--- src/sv/rbd_pkg.sv ---
// Shared types and constants for the ring buffer deque.
// No dependencies; imported by every module of the block.
package rbd_pkg;

   localparam int DEPTH_DEFAULT = 16;
   localparam int CMD_W         = 3;
   localparam int DATA_W        = 32;
   localparam int STATUS_W      = 2;

   typedef enum logic [CMD_W-1:0] {
      CMD_PUSH_FRONT = 3'd0,
      CMD_PUSH_BACK  = 3'd1,
      CMD_POP_FRONT  = 3'd2,
      CMD_POP_BACK   = 3'd3,
      CMD_PEEK_FRONT = 3'd4,
      CMD_PEEK_BACK  = 3'd5
   } rbd_command_type;

   typedef enum logic [STATUS_W-1:0] {
      STATUS_OK    = 2'd0,
      STATUS_FULL  = 2'd1,
      STATUS_EMPTY = 2'd2
   } rbd_status_type;

   typedef struct packed {
      logic capture;
      logic execute;
   } rbd_ctrl_type;

endpackage

--- src/sv/rbd_ctrl.sv ---
// Controller for the ring buffer deque: sequences capture and store access
// and owns the result valid flag. Depends on rbd_pkg.
module rbd_ctrl (
   input  logic                 clock,
   input  logic                 reset,
   input  logic                 req_valid,
   output logic                 req_ready,
   output logic                 rsp_valid,
   input  logic                 rsp_ready,
   output rbd_pkg::rbd_ctrl_type ctrl
);
   import rbd_pkg::*;

   typedef enum logic {
      ST_IDLE,
      ST_EXEC
   } state_type;

   state_type state_ff, state_in;
   logic      rsp_valid_ff, rsp_valid_in;
   logic      out_free;

   assign out_free     = !rsp_valid_ff || rsp_ready;
   assign req_ready    = (state_ff == ST_IDLE);
   assign ctrl.capture = req_valid && (state_ff == ST_IDLE);
   assign ctrl.execute = (state_ff == ST_EXEC) && out_free;
   assign rsp_valid    = rsp_valid_ff;

   always_comb begin
      state_in = state_ff;
      case (state_ff)
         ST_IDLE: begin
            if (req_valid) state_in = ST_EXEC;
         end
         ST_EXEC: begin
            if (out_free) state_in = ST_IDLE;
         end
         default: state_in = ST_IDLE;
      endcase
      if (ctrl.execute) begin
         rsp_valid_in = 1'b1;
      end else if (rsp_ready) begin
         rsp_valid_in = 1'b0;
      end else begin
         rsp_valid_in = rsp_valid_ff;
      end
   end

   always_ff @(posedge clock) begin
      if (reset) begin
         state_ff     <= ST_IDLE;
         rsp_valid_ff <= 1'b0;
      end else begin
         state_ff     <= state_in;
         rsp_valid_ff <= rsp_valid_in;
      end
   end

endmodule

--- src/sv/rbd_datapath.sv ---
// Datapath for the ring buffer deque: command register, head and count,
// entry store with registered read, result registers. Depends on rbd_pkg.
module rbd_datapath #(
   parameter int DEPTH = rbd_pkg::DEPTH_DEFAULT
) (
   input  logic                               clock,
   input  logic                               reset,
   input  rbd_pkg::rbd_ctrl_type              ctrl,
   input  logic [rbd_pkg::CMD_W-1:0]          req_command,
   input  logic signed [rbd_pkg::DATA_W-1:0]  req_data_in,
   output logic signed [rbd_pkg::DATA_W-1:0]  rsp_data_out,
   output logic [rbd_pkg::STATUS_W-1:0]       rsp_status,
   output logic                               rsp_is_empty,
   output logic                               rsp_is_full,
   output logic [$clog2(DEPTH+1)-1:0]         rsp_fill_level
);
   import rbd_pkg::*;

   localparam int IDX_W = $clog2(DEPTH);
   localparam int CNT_W = $clog2(DEPTH + 1);
   localparam int SUM_W = CNT_W + 1;
   localparam logic [CNT_W-1:0] DEPTH_CNT = CNT_W'(DEPTH);
   localparam logic [SUM_W-1:0] DEPTH_SUM = SUM_W'(DEPTH);
   localparam logic [IDX_W-1:0] LAST_IDX  = IDX_W'(DEPTH - 1);

   logic [CMD_W-1:0]         command_ff;
   logic signed [DATA_W-1:0] data_in_ff;
   logic [IDX_W-1:0]         head_ff, head_in;
   logic [CNT_W-1:0]         count_ff, count_in;
   logic [STATUS_W-1:0]      status_ff, status_in;
   logic signed [DATA_W-1:0] data_out_ff;
   logic [DATA_W-1:0]        entry_mem [DEPTH];

   logic             full, empty;
   logic [IDX_W-1:0] head_inc, head_dec, tail_slot, back_slot, addr;
   logic [SUM_W-1:0] tail_sum, back_sum;
   logic             wr_en, rd_en;

   assign full     = (count_ff == DEPTH_CNT);
   assign empty    = (count_ff == '0);
   assign head_inc = (head_ff == LAST_IDX) ? '0 : head_ff + 1'b1;
   assign head_dec = (head_ff == '0) ? LAST_IDX : head_ff - 1'b1;
   assign tail_sum = SUM_W'(head_ff) + SUM_W'(count_ff);
   assign back_sum = tail_sum - 1'b1;
   assign tail_slot = (tail_sum >= DEPTH_SUM) ? IDX_W'(tail_sum - DEPTH_SUM)
                                              : IDX_W'(tail_sum);
   assign back_slot = (back_sum >= DEPTH_SUM) ? IDX_W'(back_sum - DEPTH_SUM)
                                              : IDX_W'(back_sum);

   always_comb begin
      head_in   = head_ff;
      count_in  = count_ff;
      status_in = STATUS_OK;
      wr_en     = 1'b0;
      rd_en     = 1'b0;
      addr      = head_ff;
      case (command_ff)
         CMD_PUSH_FRONT: begin
            if (full) begin
               status_in = STATUS_FULL;
            end else begin
               wr_en    = 1'b1;
               addr     = head_dec;
               head_in  = head_dec;
               count_in = count_ff + 1'b1;
            end
         end
         CMD_PUSH_BACK: begin
            if (full) begin
               status_in = STATUS_FULL;
            end else begin
               wr_en    = 1'b1;
               addr     = tail_slot;
               count_in = count_ff + 1'b1;
            end
         end
         CMD_POP_FRONT: begin
            if (empty) begin
               status_in = STATUS_EMPTY;
            end else begin
               rd_en    = 1'b1;
               head_in  = head_inc;
               count_in = count_ff - 1'b1;
            end
         end
         CMD_POP_BACK: begin
            if (empty) begin
               status_in = STATUS_EMPTY;
            end else begin
               rd_en    = 1'b1;
               addr     = back_slot;
               count_in = count_ff - 1'b1;
            end
         end
         CMD_PEEK_FRONT: begin
            if (empty) begin
               status_in = STATUS_EMPTY;
            end else begin
               rd_en = 1'b1;
            end
         end
         CMD_PEEK_BACK: begin
            if (empty) begin
               status_in = STATUS_EMPTY;
            end else begin
               rd_en = 1'b1;
               addr  = back_slot;
            end
         end
         default: begin
         end
      endcase
   end

   always_ff @(posedge clock) begin
      if (reset) begin
         head_ff  <= '0;
         count_ff <= '0;
      end else if (ctrl.execute) begin
         head_ff  <= head_in;
         count_ff <= count_in;
      end
   end

   always_ff @(posedge clock) begin
      if (ctrl.capture) begin
         command_ff <= req_command;
         data_in_ff <= req_data_in;
      end
      if (ctrl.execute) begin
         status_ff <= status_in;
      end
   end

   // single port store: write on push, registered read into the result
   always_ff @(posedge clock) begin
      if (ctrl.execute) begin
         if (wr_en) begin
            entry_mem[addr] <= data_in_ff;
         end
         data_out_ff <= rd_en ? signed'(entry_mem[addr]) : '0;
      end
   end

   assign rsp_data_out   = data_out_ff;
   assign rsp_status     = status_ff;
   assign rsp_is_empty   = empty;
   assign rsp_is_full    = full;
   assign rsp_fill_level = count_ff;

endmodule

--- src/sv/ring_buffer_deque.sv ---
// Ring buffer deque top level: joins the controller and the datapath.
// Depends on rbd_pkg, rbd_ctrl and rbd_datapath.
//
// A double-ended queue of DEPTH signed 32-bit entries. Each request beat
// carries a command (push/pop/peek at front or back) and a value; each one
// returns exactly one response beat with the data read, a status (ok, refused
// because full, refused because empty), empty and full flags and the fill
// level after the step. Refused commands and unused codes leave the contents
// unchanged. An item is first captured from the request and then makes its
// access through the single read/write port of the entry store, whose
// registered read lands directly in the response register. A new request is
// taken while an earlier response still waits; the access then holds until
// that response has been taken. The store needs no clearing after reset.
module ring_buffer_deque #(
   parameter int DEPTH = rbd_pkg::DEPTH_DEFAULT
) (
   input  logic                               clock,
   input  logic                               reset,
   input  logic                               req_valid,
   output logic                               req_ready,
   input  logic [rbd_pkg::CMD_W-1:0]          req_command,
   input  logic signed [rbd_pkg::DATA_W-1:0]  req_data_in,
   output logic                               rsp_valid,
   input  logic                               rsp_ready,
   output logic signed [rbd_pkg::DATA_W-1:0]  rsp_data_out,
   output logic [rbd_pkg::STATUS_W-1:0]       rsp_status,
   output logic                               rsp_is_empty,
   output logic                               rsp_is_full,
   output logic [$clog2(DEPTH+1)-1:0]         rsp_fill_level
);
   import rbd_pkg::*;

   rbd_ctrl_type ctrl;

   rbd_ctrl u_ctrl (
      .clock     (clock),
      .reset     (reset),
      .req_valid (req_valid),
      .req_ready (req_ready),
      .rsp_valid (rsp_valid),
      .rsp_ready (rsp_ready),
      .ctrl      (ctrl)
   );

   rbd_datapath #(
      .DEPTH (DEPTH)
   ) u_datapath (
      .clock          (clock),
      .reset          (reset),
      .ctrl           (ctrl),
      .req_command    (req_command),
      .req_data_in    (req_data_in),
      .rsp_data_out   (rsp_data_out),
      .rsp_status     (rsp_status),
      .rsp_is_empty   (rsp_is_empty),
      .rsp_is_full    (rsp_is_full),
      .rsp_fill_level (rsp_fill_level)
   );

endmodule

--- config.mk ---
export PLATFORM = sky130hd
export DESIGN_NAME = ring_buffer_deque
export DESIGN_NICKNAME = d
export VERILOG_FILES = /design/src/sv/rbd_pkg.sv /design/src/sv/rbd_ctrl.sv /design/src/sv/rbd_datapath.sv /design/src/sv/ring_buffer_deque.sv
export SDC_FILE = /design/constraint.sdc
export NUM_CORES = 1
export LEC_CHECK = 0
export ABC_AREA = 0
export BUFFER_PORTS_ARGS = -buffer_cell sky130_fd_sc_hd__buf_2
export CAP_MARGIN = 30
export CORE_UTILIZATION = 55
export DETAILED_ROUTE_END_ITERATION = 8
export PLACE_DENSITY = 0.72
export SYNTH_ARGS = -nofsm -noshare
export SYNTH_HDL_FRONTEND = slang
export SYNTH_HIERARCHICAL = 1
export SYNTH_SLANG_ARGS = --single-unit
--- constraint.sdc ---
create_clock -name clock -period 7.1 [get_ports clock]
set_clock_uncertainty 0.15 [all_clocks]
set_input_delay 0.71 -clock clock [delete_from_list [all_inputs] [get_ports clock]]
set_output_delay 0.71 -clock clock [all_outputs]
set_load 0.01 [all_outputs]
# After elaboration in Yosys (flattened, before gate mapping)
# Memories as Yosys holds them, arrays and structs flattened. A register that Yosys moved wholly into a read port is not among the register bits.
# Cells that the tools add are included.
[word_totals]
regBits = 48
latch_bits = 0
mem_bits_rw = 512
rom_bits = 0
input_bits = 39
out_inout_bits = 43
mem_count = 1
[op_classes]
n_addsub = 8
multipliers = 0
div = 0
order_cmp = 2
n_eq_ne = 10
n_shift = 0
n_mux = 28
n_bitwise = 1
reduce_logical = 17
[mem_list]
columns = ["name", "words", "width", "rd", "rd_clocked_by_memory_dff", "write_ports", "line", "text"]
rows = [
  ["u_datapath.entry_mem", 16, 32, 1, 1, 1, "rbd_datapath.sv:32", "logic [DATA_W-1:0] entry_mem [DEPTH];"],
]
[ops]
columns = ["operator", "count"]
rows = [
  ["$mux W4", 8],
  ["$ge A6 B5 Y1 const B", 2],
  ["$mux W1", 12],
  ["$pmux W4 S3", 1],
  ["$sub A4 B1 Y4 const B", 3],
  ["$mux W5", 2],
  ["$pmux W5 S2", 1],
  ["$pmux W4 S2", 1],
  ["$add A4 B5 Y6", 1],
  ["$eq A3 B2 Y1 const B", 2],
  ["$eq A3 B3 Y1 const B", 2],
  ["$ne A2 B2 Y1 const B", 3],
  ["$reduce_bool A2 Y1", 3],
  ["$reduce_or A2 Y1", 3],
  ["$sub A6 B1 Y6 const B", 1],
  ["$add A5 B1 Y5 const B", 1],
  ["$eq A5 B5 Y1 const B", 1],
  ["$logic_not A5 Y1", 1],
  ["$sub A5 B1 Y5 const B", 1],
  ["$add A4 B1 Y4 const B", 1],
  ["$eq A4 B4 Y1 const B", 1],
  ["$logic_not A4 Y1", 1],
  ["$pmux W2 S2", 1],
  ["$reduce_and A4 Y1", 1],
  ["10 further kinds", 12],
]

# Depth between registers and ports, before layout
# Gate-level depths: netlist (run 1).
[logic_depth]
depth_word = 6
mapped_depth = 13
mapped_depth_nobuf = 10

# Hierarchy
# The synthesis (run 1) kept the hierarchy.
[modules_own_cells]
columns = ["module", "instances", "cells_each", "area_per_inst_um2", "seq_area_each_um2"]
rows = [
  ["rbd_datapath", 1, 1353, 23722.8, 17626.9],
  ["rbd_ctrl", 1, 10, 95.1, 40.0],
]

# Least setup slack after synthesis (run 1)
# OpenSTA, ideal clock, no wires.
[synth_timing]
path_kind = "register -> register"
startpoint = "register u_datapath.count_ff[0], in the netlist u_datapath/rsp_fill_level[0]"
endpoint = "memory u_datapath.entry_mem[9][0], enable pin"
arrival_time_ns = 4.371
setup_slack_ns = 2.158
path_stages_with_launch = 11
path_buffers = 2
synth_period_minus_slack_ns = 4.942
path_cell_list = "dfxtp_1 -> ha_1 -> fa_1 -> or4_1 -> o211a_1 -> o32a_1 -> a32o_1 -> clkbuf_1 -> buf_2 -> or2_1 -> nor2_1"
[synth_between]
elab_chain_cells = 6
[synth_rtl]
columns = ["item", "line", "text"]
rows = [
  ["start, declared", "rbd_datapath.sv:29", "logic [CNT_W-1:0] count_ff, count_in;"],
  ["start signal, assigned", "rbd_datapath.sv:121", "count_ff <= count_in;"],
  ["$add A4 B5 Y6 / $eq A5 B5 Y1 (equally long branches)", "rbd_datapath.sv:43, rbd_datapath.sv:39", ""],
  ["$sub A6 B1 Y6 / $mux W1 (equally long branches)", "rbd_datapath.sv:44, rbd_datapath.sv:59, rbd_datapath.sv:69", ""],
  ["$ge A6 B5 Y1, or another cell as far along", "rbd_datapath.sv:47", "assign back_slot = (back_sum >= DEPTH_SUM) ? IDX_W'(back_sum - DEPTH_SUM)"],
  ["$mux W4 / $mux W1 (equally long branches)", "rbd_datapath.sv:47, rbd_datapath.sv:138", ""],
  ["$mux W4 / $mux W1 (equally long branches)", "rbd_datapath.sv:87, rbd_datapath.sv:103, rbd_datapath.sv:137", ""],
  ["$pmux W4 S3 / $mux W1 (equally long branches)", "rbd_datapath.sv:57, rbd_datapath.sv:139", ""],
  ["end, declared", "rbd_datapath.sv:32", ""],
]
# Parallel ways exist; a longest one is shown, timed or not.

# Worst setup path after layout (run 1)
[layout_timing]
startpoint = "register u_datapath.head_ff[0]"
endpoint = "register u_datapath.data_out_ff[15], in the netlist u_datapath/rsp_data_out[15], read port of u_datapath.entry_mem, data pin"
[layout_between]
elab_chain_cells = 6
[layout_rtl]
columns = ["item", "line", "text"]
rows = [
  ["start, declared", "rbd_datapath.sv:28", "logic [IDX_W-1:0] head_ff, head_in;"],
  ["start signal, assigned", "rbd_datapath.sv:120", "head_ff <= head_in;"],
  ["$add A4 B5 Y6", "rbd_datapath.sv:43", "assign tail_sum = SUM_W'(head_ff) + SUM_W'(count_ff);"],
  ["$sub A6 B1 Y6", "rbd_datapath.sv:44", "assign back_sum = tail_sum - 1'b1;"],
  ["$ge A6 B5 Y1 / $sub A4 B1 Y4 (equally long branches)", "rbd_datapath.sv:47", ""],
  ["$mux W4", "rbd_datapath.sv:47", ""],
  ["$mux W4", "rbd_datapath.sv:87, rbd_datapath.sv:103", ""],
  ["$pmux W4 S3 (*)", "rbd_datapath.sv:57", "case (command_ff)"],
  ["end, declared", "rbd_datapath.sv:31", "logic signed [DATA_W-1:0] data_out_ff;"],
]
# Mark *: on every way between the ends. The rest lies on a longest branch, timed or not.
# A chain may end at the register's enable or synchronous reset.

==> flow_summary.ini, run 1 <==
[status]
run_status = finished clean

[critical_path]
crit_path_cell_trace = ha_1 -> fa_1 -> or4_1 -> a211oi_1 -> o32a_1 -> a32o_4 -> buf_4 -> nand2b_2 -> o221ai_1
path_depth = 9
crit_slowest_cell = nand2b_2
rr_worst_depth = 9
crit_family = simple AND/OR/NAND/NOR gates
r2r_end = u_datapath/rsp_data_out[15]
slowest_delay_ns = 0.86
setup.worst_path.end_class = flip-flop
cp_num_buf_inv = 1
crit_type = flip-flop to flip-flop
reg2reg_slack_ns = 1.99
start_kind = flip-flop
cp_max_fo = 38
worstSetupStartpoint = u_datapath/head_ff[0]
arrival_ns = 5.26
timing.rr.start = u_datapath/head_ff[0]
required_ns = 7.25
critPathCapture = u_datapath/rsp_data_out[15]

[synthesis]
synth_top_cell_area_share_pct = 73.25
async_flop_share_pct = 0
synth_area_leaders = edfxtp_1, mux2i_1, mux2_2, o2111ai_1, o221ai_1
postSynthCellCount = 1363
syn_avg_cell_area_um2 = 17.47
syn_nets = 1414
synth-edff-count = 581
synth_common_cells = edfxtp_1, mux2i_1, nor2_1
yosysTopAreaCell = edfxtp_1
synth_cell_types = 61
synth_most_common_cell = edfxtp_1
yosys_warnings = 6
ys_seq_elements = 592
synth-seq-area-share_pct = 74.18
synthesis.area_um2 = 23820
synthFlopType = edfxtp_1

[power_and_ir_drop]
p_seq_share_pct = 52.0
p_int_mw = 5.953
swShare_pct = 21.50
vdd_ir_drop_max_mv = 0.2142
p_leak_nw = 9.816
p_comb_share_pct = 7.0
finalPower_mw = 7.583
clockPowerShare_pct = 41.0
p_switching_mw = 1.630
p_per_area_nw_per_um2 = 280.7

[detailed_routing]
antenna_left = 0
routedWlPerCell_um = 23.46
drt_first_pass_iters = 5
postRouteWirelength_um = 48510
drc = 0
drtIter0Drc = 1170
viasPerCell = 5.935
vias = 12270

[finish]
drive_gt1_share_pct = 17.91
antennaDiodeCount = 0
utilization_pct = 63.83
syn_to_final_growth_pct = 13.42
fin_nets = 1501

[die]
start_util_pct = 56.28
core_area_um2 = 42320
die-area_um2 = 44140
die_w_um = 210.1
fp.dieH_um = 210.1
ioPinCount = 82
rows = 75

[grt]
grt_max_degree = 151
grt_pass1_wl_um = 74000
overflow = 0
antenna_found_initial = 0
grt_usage_pct = 22.36
grt_pass1_vias = 12440

[sta]
drv_slew = 0
setup_viol = 0
fin_crit_ns = 5.110
rsz0062_at_grt = no
hold_violations = 0
timing.slew.headroom_pct = 28.16
post-route-period-util_pct = 71.97
timing.fmax_ghz = 0.1957
tns_ns = 0
worst_pin_slew_ns = 1.078

[cts]
clock_sinks = 592
cts_buffers = 58
path_clk_slew_ns = 0.06
ctsHoldBuffers = 0
postCtsSetupBuffers = 0
htree_levels = 2
root_buffer = clkbuf_16
post_cts_resized = 0
cts_max_path_buffers = 3
clock_latency_ns = 0.60
cts_tree = built

[worst_hold_path]
hold_path_startpoint = req_data_in[5]
hold_path.class = primary input to flip-flop

[place]
dpl.hpwl_um = 28270
place_congestion = 0.8326
port_buffers = 81

[run]
cap_violations = 0
-- power by group through the flow --
stage	logic (mW)	clock network [mW]	registers [mW]
after floorplan	0.401	0	3.99
after global placement	0.521	0	4.02
after detailed placement	0.532	0	4.02
after CTS	0.534	3.16	3.95
after global routing	0.570	3.30	3.95
final	0.531	3.11	3.94
-- routing by layer --
layer | global-route usage (%) | routed length, um | vias up
met2 | 36.60 | 23800 | 348
met1 | 31.28 | 21110 | 6281
li1 | - | - | 5568
met5 | 0 | 0 | -
met4 | 6.066 | 956 | 0
met3 | 3.710 | 2642 | 77
-- placed cells by master (no fill, tap or decap), types with 4 or more instances in the layout --
master | netlist | layout
buf_12 | 0 | 11
nand2_1 | 48 | 48
nor2_1 | 64 | 48
a211oi_1 | 9 | 9
clkbuf_1 | 27 | 14
ha_1 | 10 | 10
a31oi_1 | 4 | 4
o221ai_1 | 33 | 33
clkinv_1 | 1 | 11
mux2i_1 | 289 | 289
o2111ai_1 | 34 | 34
nor2_4 | 0 | 16
buf_16 | 0 | 4
nor3_1 | 5 | 4
o21ai_0 | 7 | 7
mux2_1 | 12 | 12
clkinv_2 | 0 | 4
buf_4 | 15 | 10
nor2b_1 | 5 | 5
buf_2 | 29 | 81
a21oi_1 | 44 | 43
bufinv_16 | 0 | 10
dfxtp_1 | 11 | 11
xnor2_1 | 6 | 6
mux2_2 | 52 | 52
inv_1 | 12 | 12
clkbuf_16 | 0 | 58
edfxtp_1 | 581 | 581
-- worst reg2reg max path, cell delays in order, from the launching register on --
cell and delay (ns):
dfxtp_1 0.55, ha_1 0.28, fa_1 0.48, or4_1 0.56, a211oi_1 0.26, o32a_1 0.19
a32o_4 0.54, buf_4 0.64, nand2b_2 0.88, o221ai_1 0.27
-- stage by stage --
| stage | std cells | area (um^2) | setup slack, ns | hold slack (ns) |
|---|---|---|---|---|
| after global routing | 2068 | 27010 | 1.769 | 0.09440 |
| after detailed placement | 1967 | 25100 | 2.032 | 0.3720 |
| after floorplan | 1363 | 23820 | 2.158 | 0.3736 |
| after CTS | 2068 | 27010 | 1.985 | 0.09559 |
| after global placement | 1954 | 24810 | 2.113 | 0.3464 |
| final | 2068 | 27010 | 1.990 | 0.1249 |
-- cells by family (layout without fill, tap and decap cells) --
| logic type | count (synthesis) | after routing | share of synthesized area (%) |
|---|---|---|---|
| AOI/OAI and AO/OA | 157 | 157 | 4.917 |
| xor gates and xnor gates | 9 | 9 | 0.3310 |
| adders and majority gates | 13 | 13 | 0.7355 |
| buffers and inverters | 93 | 221 | 1.917 |
| DFF | 592 | 592 | 74.18 |
| muxes | 353 | 353 | 15.17 |
| and+or+nand+nor | 146 | 146 | 2.753 |
-- registers in the layout (all words and copies together), names as in the netlist --
register / count
u_ctrl/rsp_valid: 1
u_ctrl/state_ff: 1
u_datapath/command_ff: 3
u_datapath/data_in_ff: 32
u_datapath/entry_mem: 512
u_datapath/head_ff: 4
u_datapath/rsp_data_out: 32
u_datapath/rsp_fill_level: 5
u_datapath/rsp_status: 2
-- worst min-delay path by stage --
| stage | endpoint | cells past startpoint |
|---|---|---|
| finish | u_datapath/data_in_ff[5] | 1 |
| global route | u_datapath/data_in_ff[27] | 1 |
| CTS | u_datapath/data_in_ff[4] | 1 |
| detailed placement | u_ctrl/state_ff | 2 |
| global placement | u_ctrl/rsp_valid | 2 |
| floorplan | u_ctrl/state_ff | 2 |
-- cell type report --
| type | count | area (um^2) |
|---|---|---|
| well taps | 577 | 721.9 |
| clock inverters | 29 | 409.1 |
| flip-flops and latches | 592 | 17670 |
| fillers | 2950 | 15310 |
| repair buffers | 106 | 810.8 |
| multi-input cells | 678 | 5849 |
| clock buffers | 72 | 1504 |
| inverters | 14 | 52.55 |
Note: power is estimated with default switching activity, not from simulation.
==> run 2: changes to the inputs <==
clock period = 4.9 ns   (was 7.1 ns; I/O delays follow)
==> flow_summary.ini, run 2 (synthesis gave the netlist of run 1 again) <==
[detailed_routing]
routedWlPerCell_um = 22.84
viasPerCell = 5.830
drt_first_pass_iters = 5
drc = 0
postRouteWirelength_um = 48510
vias = 12380
drtIter0Drc = 963
antenna_left = 0

[finish]
antennaDiodeCount = 0
top_register = u_datapath/entry_mem
layout_commonest_cell = edfxtp_1
drive_gt1_share_pct = 18.10
syn_to_final_growth_pct = 15.02
final_area_um2 = 27400
final_cell_mix = edfxtp_1, mux2i_1, buf_2, clkbuf_16, mux2_2
fill_cells = 2885
fin_nets = 1555
largest_register_ffs = 512

[critical_path]
cp_max_fo = 17
crit_path_cell_trace = ha_1 -> fa_1 -> or4_1 -> o211a_1 -> o32a_1 -> a32o_4 -> or2_1 -> nor2_4 -> buf_16
arrival_ns = 4.39
start_kind = flip-flop
rr_worst_depth = 9
reg2reg_slack_ns = 0.66
cp_num_buf_inv = 1
timing.rr.start = u_datapath/rsp_fill_level[0]
r2r_end = u_datapath/entry_mem[10][16]
crit_slowest_cell = or4_1
setup.worst_path.end_class = flip-flop
crit_family = simple AND/OR/NAND/NOR gates
required_ns = 5.06
slowest_delay_ns = 0.56
crit_type = flip-flop to flip-flop

[cts]
post_cts_resized = 0
clock_latency_ns = 0.62
cts_tree = built
htree_levels = 2
path_clk_slew_ns = 0.06
root_buffer = clkbuf_16
cts_buffers = 58
cts_max_path_buffers = 3
clock_sinks = 592
postCtsSetupBuffers = 0

[place]
place_congestion = 0.8335
placed_area_um2 = 25230
port_buffers = 81
dpl.hpwl_um = 27730

[grt]
grt_usage_pct = 22.34
overflow = 0
grt_max_degree = 177
grt_pass1_wl_um = 74270
antenna_found_initial = 0
grt_pass1_vias = 12430

[die]
die_w_um = 210.1
fp.dieH_um = 210.1
die-area_um2 = 44140
ioPinCount = 82
core_area_um2 = 42320
rows = 75
start_util_pct = 56.28

[sta]
timing.slew.headroom_pct = 18.65
tns_ns = 0
fin_crit_ns = 4.236
worst_pin_slew_ns = 1.220
post-route-period-util_pct = 86.44
worst_hold_slack_ns = 0.06717
drv_slew = 0
setup_viol = 0
rsz0062_at_grt = no
timing.fmax_ghz = 0.2361
hold_violations = 0

[power_and_ir_drop]
p_per_area_nw_per_um2 = 394.2
finalPower_mw = 10.80
p_leak_nw = 10.00
vdd_ir_drop_max_mv = 0.2919

[worst_hold_path]
hold_path_startpoint = reset
holdPathEnd = u_datapath/rsp_fill_level[0]
hold_path.class = primary input to flip-flop
whs_path_depth = 2

[status]
run_status = finished clean

[run]
cap_violations = 0
run 2: report_power, final:
group / internal, mW / switching, mW / leakage [nW]
logic: 0.339 / 0.463 / 3.78
clock network: 2.48 / 1.81 / 0.874
registers: 5.62 / 0.0826 / 5.35
run 2: timing repair:
item | in CTS | in global routing
endpoints found under the hold margin | 35 | 0
endpoints found under the setup margin | 0 | 0
hold buffers | 35 | 0
run 2: worst max-delay path by stage:
stage	startpoint	depth (start not counted)	slack [ns]	to
floorplan	u_datapath/rsp_fill_level[0]	10	-0.04	u_datapath/entry_mem[9][0]
global placement	u_datapath/rsp_fill_level[0]	8	0.49	u_datapath/entry_mem[8][23]
detailed placement	u_datapath/rsp_fill_level[0]	9	0.67	u_datapath/entry_mem[10][22]
CTS	u_datapath/rsp_fill_level[0]	9	0.63	u_datapath/entry_mem[10][16]
global route	u_datapath/rsp_fill_level[0]	10	0.44	u_datapath/entry_mem[6][18]
finish	u_datapath/rsp_fill_level[0]	9	0.66	u_datapath/entry_mem[10][16]
run 2: area by class of cell:
type / instances / area [um^2] / area share [%]
sequential: 592 / 17670 / 64.49
multi-input combinational: 678 / 5849 / 21.35
clock buffer: 76 / 1519 / 5.544
timing repair buffer: 160 / 1287 / 4.699
tap: 577 / 721.9 / 2.635
clock inverter: 27 / 299.0 / 1.092
inverter: 14 / 52.55 / 0.1918
run 2: through the flow:
stage / worst slack [ns] / util, % / cells
final: 0.6645 / 64.73 / 2124
after global routing: 0.4364 / 64.73 / 2124
after global placement: 0.4912 / 59.39 / 1982
after detailed placement: 0.6704 / 59.61 / 1986
after CTS: 0.6309 / 64.73 / 2124
after floorplan: -0.04188 / - / 1363
run 2: per-layer routing:
metal	share of wire, %	GRT usage, %	routed length [um]
met2	49	37.38	23960
met1	44	30.79	21440
met3	4.3	2.965	2079
met4	2.1	6.645	1024
met5	0	0	0
